$ cat config.mk
export PLATFORM = sky130hd
export DESIGN_NAME = stbl_ram
export DESIGN_NICKNAME = d
export VERILOG_FILES = /design/src/rtl/core/stbl_ram.sv
export SDC_FILE = /design/constraint.sdc
export NUM_CORES = 2
export LEC_CHECK = 0
export BUFFER_PORTS_ARGS = -buffer_cell sky130_fd_sc_hd__buf_4
export CAP_MARGIN = 40
export CELL_PAD_IN_SITES_DETAIL_PLACEMENT = 0
export CELL_PAD_IN_SITES_GLOBAL_PLACEMENT = 1
export CORE_MARGIN = 10
export CORE_UTILIZATION = 56
export DETAILED_ROUTE_END_ITERATION = 10
export PLACE_DENSITY_LB_ADDON = 0.1
export SYNTH_ARGS = -nofsm -noshare
export SYNTH_HDL_FRONTEND = slang
export SYNTH_SLANG_ARGS = --single-unit
$ cat constraint.sdc
create_clock -name clock -period 4.9 [get_ports clock]
set_input_delay 0.735 -clock clock [delete_from_list [all_inputs] [get_ports clock]]
set_output_delay 0.735 -clock clock [all_outputs]
set_load 0.02 [all_outputs]
$ cat src/rtl/core/stbl_ram.sv
// Generic single-write, single-read synchronous RAM with registered read data.
// Stand-alone; no package dependency.
module stbl_ram #(
   parameter int WIDTH = 32,
   parameter int DEPTH = 64
) (
   input  logic                     clock,
   input  logic                     wr_en,
   input  logic [$clog2(DEPTH)-1:0] wr_addr,
   input  logic [WIDTH-1:0]         wr_data,
   input  logic [$clog2(DEPTH)-1:0] rd_addr,
   output logic [WIDTH-1:0]         rd_data
);

   logic [WIDTH-1:0] mem_ff [DEPTH];
   logic [WIDTH-1:0] rd_data_ff;

   // write port and registered read port
   always_ff @(posedge clock) begin
      if (wr_en) begin
         mem_ff[wr_addr] <= wr_data;
      end
      rd_data_ff <= mem_ff[rd_addr];
   end

   assign rd_data = rd_data_ff;

endmodule

==> results.toml <==
[global_route]
grt.total_usage_pct = 25.5
antenna_found_initial = 6
grt_pass1_wl_um = 284000
grt_max_degree = 75
first_global_vias = 37700
overflow = 0

[route]
drcViolationCount = 0
drtAntennaViolNets = 0
vias = 37100
drtIter0Drc = 4150
vias_per_cell = 6.59
totalWireLength_um = 198000
firstDrtPassIters = 5
wire_per_inst_um = 35.1

[sta]
fin_crit_sh_pct = 61.4
final-setup-viol-count = 0
maxSlewViolCount = 0
fin_crit_ns = 3.01
max_freq_mhz = 333
rsz0062_at_grt = "false"
worst_slew_pin_slew_ns = 0.977
slew_headroom_pct = 34.9
hold_viol = 0
finalSetupTns_ns = 0
fin_skew_ns = 0.0244
setup_ws_ns = 1.89

[worst_setup_path]
path_class = "in -> reg"
worst_setup_path_end_kind = "register"
path_max_fanout = 39
r2r_setup_slack_ns = 2.63
arrival_ns = 3.65
start_kind = "input port"
crit_required_ns = 5.54

[clock_network]
insertion_delay_ns = 0.82
cts_tree = "yes"
cts_hold_buf = 0
ctsHtreeMaxLevel = 4
post_cts_resized = 0
post_cts_buffers = 0
root_buffer = "clkbuf_16"
clk_pin_slew_ns = 0.06
clock_path_buffers = 3
clkSinkCount = 2080
cts_inserted_buffers = 203

[pwr]
power.switching_w = 0.00761
seqPwrFrac_pct = 54.1
clkPwrFrac_pct = 41.0
p_comb_share_pct = 4.9
internal-power_w = 0.0290
swShare_pct = 20.8
peakVddDrop_uv = 273
p_leak_nw = 27.8
power.density_nw_per_um2 = 412

[floorplanning]
die_w_um = 394
io_pins = 78
die_height_um = 394
core-area_um2 = 139000
die_area_um2 = 156000
rows = 137
start_util_pct = 56.3

[synth]
async_flop_share_pct = 0
syn_area_um2 = 78500
syn_nets = 3370
ys.flop_type = "edfxtp_1"
synth_cells = 3324
yosysWarnings = 0
ys_ff_latch = 2080
synth_edf_count = 2048
ys_seq_area_share_pct = 79.1
synth.avg_cell_area_um2 = 23.6
yosysUniqueCellTypes = 34

[job]
drv_cap = 0

[placement]
port_buffers = 77
place_ws_ns = 0.987
hpwl_um = 112000
gp_congestion = 0.780

[cells_and_area]
utilization_pct = 63.8
synthToLayoutAreaGrowth_pct = 13.3
drive_gt1_share_pct = 29.8
final_net_count = 3623

[outcome]
status = "complete, no violations"

[hold_path]
hold_class = "in -> reg"
==> per-layer routing <==
layer	global-route usage, %	vias to the layer above	wire length [µm]
li1	-	14800	-
met1	36.9	20300	79700
met2	40.7	1697	97000
met3	4.19	298	15500
met4	7.07	4	5270
met5	0	-	20
==> cells by family after synthesis <==
family	Yosys count	share of synthesized area, %
and+or+nand+nor	223	1.27
muxes	637	16.8
AOI/OAI and AO/OA	202	1.67
DFF	2080	79.1
buffers and inverters	182	1.13
==> cell usage in the layout (no fill, tap or decap), types with 8 or more instances in the layout <==
master,instances
mux2i_1,93
inv_6,8
clkbuf_1,56
buf_4,202
nand2_1,26
dfxtp_1,32
clkbuf_16,209
bufinv_16,14
nor2b_1,15
o22ai_1,84
buf_12,20
nor2_1,75
a21oi_1,62
edfxtp_1,2048
nor2_4,62
a22oi_1,12
mux4_2,544
clkinv_1,47
a311oi_1,8
o221ai_1,27
clkinv_2,35
==> through the flow <==
stage / std cells / hold WS [ns] / total power (W) / cell area (µm²)
global placement: 5237 / 0.764 / 0.0220 / 82300
CTS: 5625 / 0.396 / 0.0369 / 88900
global route: 5626 / 0.451 / 0.0377 / 88900
detailed placement: 5247 / 0.777 / 0.0220 / 82500
finish: 5630 / 0.436 / 0.0366 / 88900
floorplan: 3324 / 0.663 / 0.0211 / 78500
==> state kept, by name, summed over array words and instances (netlist names) <==
signal and flops:
mem_ff 2048, rd_data 32
==> critical path, cell delays in order <==
cell,delay (ns)
buf_8,0.45
buf_12,0.34
buf_4,0.28
mux4_2,0.54
mux4_2,0.50
o22ai_1,0.50
nor2_1,0.23
==> power by group through the flow <==
stage                     sequential (W)  clock (W)  combinational, W
after floorplan                   0.0202          0          0.000958
after global placement            0.0202          0           0.00179
after detailed placement          0.0202          0           0.00184
after CTS                         0.0198     0.0152           0.00184
after global routing              0.0198     0.0160           0.00192
final                             0.0198     0.0150           0.00181
==> cell type report <==
class                   count  area [µm²]
flip-flops and latches   2080       62100
multi-input cells        1062       16000
diodes                      4        10.0
well taps                1876        2350
clock inverters           107         870
repair buffers            230        2060
fillers                  9145       50400
clock buffers             271        5520
==> cell usage after synthesis (7+ instances only) <==
library cell / number / share of area [%]
mux4_2: 544 / 16
nor3_1: 7 / 0.045
buf_4: 25 / 0.24
mux2i_1: 93 / 1.2
nand2b_1: 8 / 0.064
nor2_1: 137 / 0.65
a21oi_1: 62 / 0.40
dfxtp_1: 32 / 0.82
nor2b_1: 15 / 0.12
a22oi_1: 12 / 0.11
buf_2: 57 / 0.36
o22ai_1: 84 / 0.67
edfxtp_1: 2048 / 78
a311oi_1: 8 / 0.089
o221ai_1: 27 / 0.30
buf_1: 21 / 0.10
nand2_1: 26 / 0.12
clkbuf_1: 74 / 0.35
==> final timing paths <==
kind                            startpoint  cells after the start                       end
hold / removal                 wr_data[14]                      1  mem_ff[48][14]$_DFFE_PP_
hold reg to reg   mem_ff[28][17]$_DFFE_PP_                      4       rd_data[17]$_DFF_P_
setup / recovery                rd_addr[0]                      7       rd_data[26]$_DFF_P_
setup reg to reg  mem_ff[62][26]$_DFFE_PP_                      4       rd_data[26]$_DFF_P_
Power figures use the tool's default switching activity.
