<file path="src/rtl/core/stbl_pkg.sv">
// Shared constants, codes and types for the surface table bilinear lookup unit.
// Used by every module of the block except stbl_ram; it depends on nothing else.
package stbl_pkg;

   localparam int MAX_ROWS    = 64;
   localparam int MAX_COLUMNS = 32;
   localparam int ROW_BITS    = $clog2(MAX_ROWS);
   localparam int COL_BITS    = $clog2(MAX_COLUMNS);
   localparam int ADDR_BITS   = ROW_BITS + COL_BITS;
   localparam int CELLS       = MAX_ROWS * MAX_COLUMNS;
   localparam int VALUE_BITS  = 32;

   // operand width of the weight divider: difference of two values plus 2*pi
   localparam int WNUM_BITS = VALUE_BITS + 3;
   // Q1.16 weight, 0 .. 1.0 inclusive
   localparam int WGT_BITS  = 17;
   localparam int ONE_Q16   = 65536;

   localparam int HALF_PI = 102944;
   localparam int TWO_PI  = 411775;

   typedef enum logic [2:0] {
      FUNC_PHI_WR  = 3'd0,
      FUNC_HEAD_WR = 3'd1,
      FUNC_TAIL_WR = 3'd2,
      FUNC_CYL_WR  = 3'd3,
      FUNC_SURF_Q  = 3'd4,
      FUNC_RAD_Q   = 3'd5,
      FUNC_CYL_Q   = 3'd6,
      FUNC_UNUSED  = 3'd7
   } func_type;

   typedef enum logic [1:0] {
      REG_ROW_COUNT  = 2'd0,
      REG_HEAD_COLS  = 2'd1,
      REG_TAIL_COLS  = 2'd2,
      REG_CYL_COLS   = 2'd3
   } reg_index_type;

   typedef enum logic [1:0] {
      KEY_HEAD = 2'd0,
      KEY_TAIL = 2'd1,
      KEY_CYL  = 2'd2
   } key_sel_type;

   typedef enum logic [1:0] {
      RAD_HEAD_SURF   = 2'd0,
      RAD_HEAD_RADIAL = 2'd1,
      RAD_TAIL_SURF   = 2'd2,
      RAD_CYL         = 2'd3
   } rad_sel_type;

   typedef struct packed {
      logic                done;
      logic                flag;
      logic [WGT_BITS-1:0] weight;
   } wgt_result_type;

endpackage

</file>
<file path="src/rtl/core/stbl_weight.sv">
// Iterative weight divider: w = num/den in Q1.16, clamped to 0..1 with a flag.
// Uses stbl_pkg for widths and the result struct; one quotient bit per cycle.
module stbl_weight (
   input  logic                                 clock,
   input  logic                                 reset,
   input  logic                                 start,
   input  logic signed [stbl_pkg::WNUM_BITS-1:0] num,
   input  logic signed [stbl_pkg::WNUM_BITS-1:0] den,
   output stbl_pkg::wgt_result_type             result
);

   localparam int NB = stbl_pkg::WNUM_BITS;
   localparam int WB = stbl_pkg::WGT_BITS;

   logic                 busy_ff;
   logic                 done_ff;
   logic                 flag_ff;
   logic [3:0]           cnt_ff;
   logic [NB:0]          rem_ff;
   logic [NB-1:0]        den_ff;
   logic [WB-1:0]        q_ff;

   logic signed [NB-1:0] n_abs_in;
   logic signed [NB-1:0] d_abs_in;
   logic                 equal_in;
   logic [NB:0]          rem2_in;
   logic                 ge_in;

   // fold the sign of the divisor into the dividend
   always_comb begin
      n_abs_in = den[NB-1] ? -num : num;
      d_abs_in = den[NB-1] ? -den : den;
      equal_in = (n_abs_in == d_abs_in);
      rem2_in  = {rem_ff[NB-1:0], 1'b0};
      ge_in    = (rem2_in >= {1'b0, den_ff});
   end

   // start, special cases and restoring division steps
   always_ff @(posedge clock) begin
      if (reset) begin
         busy_ff <= 1'b0;
         done_ff <= 1'b0;
      end else begin
         done_ff <= 1'b0;
         if (start) begin
            flag_ff <= 1'b0;
            if (den == '0) begin
               flag_ff <= 1'b1;
               q_ff    <= '0;
               done_ff <= 1'b1;
            end else if (n_abs_in < 0) begin
               flag_ff <= 1'b1;
               q_ff    <= '0;
               done_ff <= 1'b1;
            end else if (n_abs_in > d_abs_in) begin
               flag_ff <= 1'b1;
               q_ff    <= WB'(stbl_pkg::ONE_Q16);
               done_ff <= 1'b1;
            end else begin
               busy_ff <= 1'b1;
               cnt_ff  <= '0;
               den_ff  <= d_abs_in;
               q_ff    <= {{(WB-1){1'b0}}, equal_in};
               rem_ff  <= {1'b0, equal_in ? (n_abs_in - d_abs_in) : n_abs_in};
            end
         end else if (busy_ff) begin
            rem_ff <= ge_in ? (rem2_in - {1'b0, den_ff}) : rem2_in;
            q_ff   <= {q_ff[WB-2:0], ge_in};
            cnt_ff <= cnt_ff + 4'd1;
            if (cnt_ff == 4'd15) begin
               busy_ff <= 1'b0;
               done_ff <= 1'b1;
            end
         end
      end
   end

   assign result.done   = done_ff;
   assign result.flag   = flag_ff;
   assign result.weight = q_ff;

endmodule

</file>
<file path="config.mk">
export PLATFORM = sky130hd
export DESIGN_NAME = stbl_weight
export DESIGN_NICKNAME = d
export VERILOG_FILES = /design/src/rtl/core/stbl_pkg.sv /design/src/rtl/core/stbl_weight.sv
export SDC_FILE = /design/constraint.sdc
export NUM_CORES = 1
export LEC_CHECK = 0
export BUFFER_PORTS_ARGS = -buffer_cell sky130_fd_sc_hd__clkbuf_2
export CAP_MARGIN = 20
export CORE_AREA = 2 2 167 169
export DETAILED_ROUTE_END_ITERATION = 12
export DIE_AREA = 0 0 169 171
export PLACE_DENSITY = 0.59
export SLEW_MARGIN = 40
export SYNTH_ARGS = -nofsm -noshare
export SYNTH_HDL_FRONTEND = slang
export SYNTH_SLANG_ARGS = --single-unit
</file>
<file path="constraint.sdc">
create_clock -name clock -period 8.82 [get_ports clock]
set_input_delay 1.764 -clock clock [delete_from_list [all_inputs] [get_ports clock]]
set_output_delay 1.764 -clock clock [all_outputs]
set_load 0.02 [all_outputs]
</file>
==> impl_metrics.env <==
export IMPL_run_status="finished clean"
export IMPL_ctsHtreeMaxLevel=3
export IMPL_crit_type="input port to register"
export IMPL_detail_route_first_pass_iterations=7
export IMPL_synth_top_cell_area_share_pct=29.69
export IMPL_intPower_mw=1.023
export IMPL_final_cell_area_excluding_filler_cells_sq_um=10460
export IMPL_hold_violations=0
export IMPL_grt_remaining_overflow=0
export IMPL_final_layout_size_suffix_gt1_share_pct=11.91
export IMPL_multi_input_comb_area_sq_um=6007
export IMPL_row_count=61
export IMPL_power_density_over_cell_area_nw_per_um2=154.0
export IMPL_grt_first_pass_wirelength_mm=41.81
export IMPL_core_area_sq_um=27320
export IMPL_post_synth_inst_count=1108
export IMPL_post_dp_hpwl_mm=20.81
export IMPL_die_h_um=171
export IMPL_number_of_pins_exceeding_their_max_slew_limit_in_the_final_report=0
export IMPL_grt_setup_unrepaired="no"
export IMPL_crit_required_ps=8840
export IMPL_gr_met3_demand_resource_pct=2.198
export IMPL_sequential_cell_area_sq_um=2803
export IMPL_first_global_vias=7931
export IMPL_synth_yosys_seq_area_share_pct=30.12
export IMPL_numClockSinks=94
export IMPL_worst_slew_pin_slew_ps=751.8
export IMPL_synth_distinct_cells=74
export IMPL_postSynth_topFlopCell="edfxtp_1"
export IMPL_clk_pin_slew_worst_paths_ps=70
export IMPL_post_synth_cell_area_avg_sq_um=8.399
export IMPL_later_pin_clock_latency_in_the_skew_report_ps=360
export IMPL_total_switching_power_mw=0.5884
export IMPL_ff2ff_setup_slack_ps=5100
export IMPL_final_antenna_net_count=0
export IMPL_tns_ps=0
export IMPL_place_port_buffers=91
export IMPL_worst_clock_skew_ps=11.18
export IMPL_yosysTopAreaCell="edfxtp_1"
export IMPL_synth_area_sq_um=9306
export IMPL_synth_common_cells="101 x a21oi_1, 98 x inv_1, 92 x edfxtp_1, 82 x nand2_1, 79 x o21ai_0"
export IMPL_grt_use_met1_pct=25.81
export IMPL_synth_async_sr_flop_share_pct=0
export IMPL_flow_area_growth_from_synthesis_pct=12.41
export IMPL_synth_area_leaders="edfxtp_1 30%, ha_1 9.8%, xnor2_1 5.6%, a21oi_1 5.4%, o21ai_0 4.2%"
export IMPL_dr_first_iter_drc_count=702
export IMPL_globalRoute_busiestLayer="met2"
export IMPL_finalWorstPathRequiredPeriod_ps=7051
export IMPL_die_area_sq_um=28900
export IMPL_cts_inserted_buffers=9
export IMPL_relSlewSlack_pct=49.88
export IMPL_starting_density_of_the_core_pct=34.06
export IMPL_grt_max_degree=70
export IMPL_min_period_over_period_pct=79.95
export IMPL_grt_util_all_layers_pct=18.21
export IMPL_max_freq_mhz=141.8
export IMPL_cts_repair_resized=0
export IMPL_critical_path_peak_fanout=25
export IMPL_power_share_sequential_pct=33.7
export IMPL_gp_routability_congestion=0.9310
export IMPL_synthesis_nets=1256
export IMPL_grt_use_met2_pct=28.46
export IMPL_hold_path_class="register to register"
export IMPL_dpl_instance_area_sq_um=10130
export IMPL_residual_drc_count=0
export IMPL_layout_nets=1327
export IMPL_clock_path_buffers=2
export IMPL_cts_setup_buffers=0
export IMPL_grt_antenna_before_repair=0
export IMPL_tritoncts="built"
export IMPL_clockPowerShare_pct=27.5
export IMPL_route_final_wire_length_mm=26.32
export IMPL_cts_root_buf="clkbuf_16"
export IMPL_type_of_origin_of_the_critical_path="input port"
export IMPL_total_leakage_power_nw=4.271
export IMPL_n_fill_cell=2817
export IMPL_synth_seq_cells=94
export IMPL_antenna_diode_count=0
export IMPL_viasPerCell=5.505
export IMPL_p_comb_share_pct=38.8
export IMPL_fp_dieW_um=169
export IMPL_detail_route_wl_per_cell_um=17.20
export IMPL_boundaryPins=92
export IMPL_power_switching_share_pct=36.51
export IMPL_vias=8423
export IMPL_synth_warnings=0
export IMPL_finalSetupViolCount=0
export IMPL_arrival_ps=7070
export IMPL_yosys_cell_count_top_type="a21oi_1"
export IMPL_cts_hold_repair_buffers=0
export IMPL_synth_enable_flop_cells=92
export IMPL_timing_max_cap_violations=0
export IMPL_ir_drop_mv=0.07361
export IMPL_worst_setup_path_end_kind="register"
==> worst max-delay path: stages <==
cell and delay, ps:
clkbuf_2 110, nor3_1 280, nand3b_1 180, nand2b_1 240, or3_1 470, or3_1 470
o41ai_1 390, xor2_1 250, ha_1 300, and3_1 270, and2_1 190, and3_1 210
and4_1 170, o31a_1 130, a211oi_1 440, o31ai_4 200, a21boi_4 540, buf_4 440
==> worst paths after layout <==
kind / from / cells after the start / endpoint
worst max-delay path: den[2] / 18 / rem_ff[4]
worst min-delay path: busy_ff / 2 / done_ff
worst max register to register: rem_ff[16] / 10 / rem_ff[5]
worst min register to register: busy_ff / 2 / done_ff
==> metal layers <==
metal  part of all wire [%]  vias up  wire length [um]
met5                      0        -                 0
met4                    3.0        0               796
met3                    4.5       37              1185
met2                     43      252             11250
met1                     50     3900             13090
li1                       -     4234                 -
==> power by group through the flow <==
stage / Clock (mW) / Combinational, mW / Sequential [mW]
2_1_floorplan: 0 / 0.445 / 0.556
3_3_place_gp: 0 / 0.612 / 0.553
3_5_place_dp: 0 / 0.613 / 0.553
4_1_cts: 0.458 / 0.618 / 0.543
5_1_grt: 0.475 / 0.695 / 0.546
6_report: 0.444 / 0.625 / 0.543
==> area by class of cell <==
cell class,count,share of cell area (%)
Inverter,100,3.588
Tap cell,346,4.138
Timing Repair Buffer,99,4.928
Multi-Input combinational cell,875,57.42
Clock buffer,9,2.153
Sequential cell,94,26.79
Clock inverter,7,0.9807
==> flip-flops by register name (all words and copies together), names as in the netlist <==
signal   cells
flag_ff      1
rem_ff      35
den_ff      35
done_ff      1
cnt_ff       4
q_ff        17
busy_ff      1
==> layout by cell type (no fill, tap or decap), types with 5 or more instances in the layout <==
master	netlist	layout
a21oi_1	101	100
inv_1	98	98
edfxtp_1	92	92
clkbuf_2	0	90
nand2_1	82	82
o21ai_0	79	79
ha_1	73	73
nor2_1	65	65
xnor2_1	60	60
xor2_1	36	36
nand3_1	29	29
a21o_1	29	29
a211oi_1	27	27
nor2b_1	26	26
nor3_1	25	25
nand4_1	23	23
o31ai_1	21	21
nand2b_1	15	15
and3_1	14	14
o21bai_1	11	11
mux2i_1	11	11
or4_1	10	10
a31oi_1	10	10
or3_1	9	9
o211ai_1	9	9
clkbuf_16	0	9
o21a_1	8	8
buf_4	2	8
nor4_1	8	7
o41ai_1	7	7
and2_1	7	7
a21boi_0	6	6
o31a_1	5	5
or2_2	5	5
==> cell families after synthesis <==
| kind of cell | count (synthesis) | synth area share (%) |
|---|---|---|
| xor gates and xnor gates | 97 | 9.209 |
| buffers and inverters | 139 | 5.754 |
| DFF | 94 | 30.12 |
| and+or+nand+nor | 341 | 19.20 |
| adders and majority gates | 75 | 10.24 |
| muxes | 13 | 1.425 |
| AOI/OAI and AO/OA | 349 | 24.05 |
==> through the flow <==
stage               setup WS (ps)  utilization, %  power [mW]  instances  hold WS (ps)
global placement             1401           37.06       1.164       1514         462.5
finish                       1769           38.29       1.611       1530         474.4
global route                 1417           38.29       1.717       1530         512.6
detailed placement           1416           37.09       1.166       1514         467.3
floorplan                    1665               -       1.001       1108         451.2
CTS                          1771           38.29       1.619       1530         477.9
(Power assumes the default switching activity.)
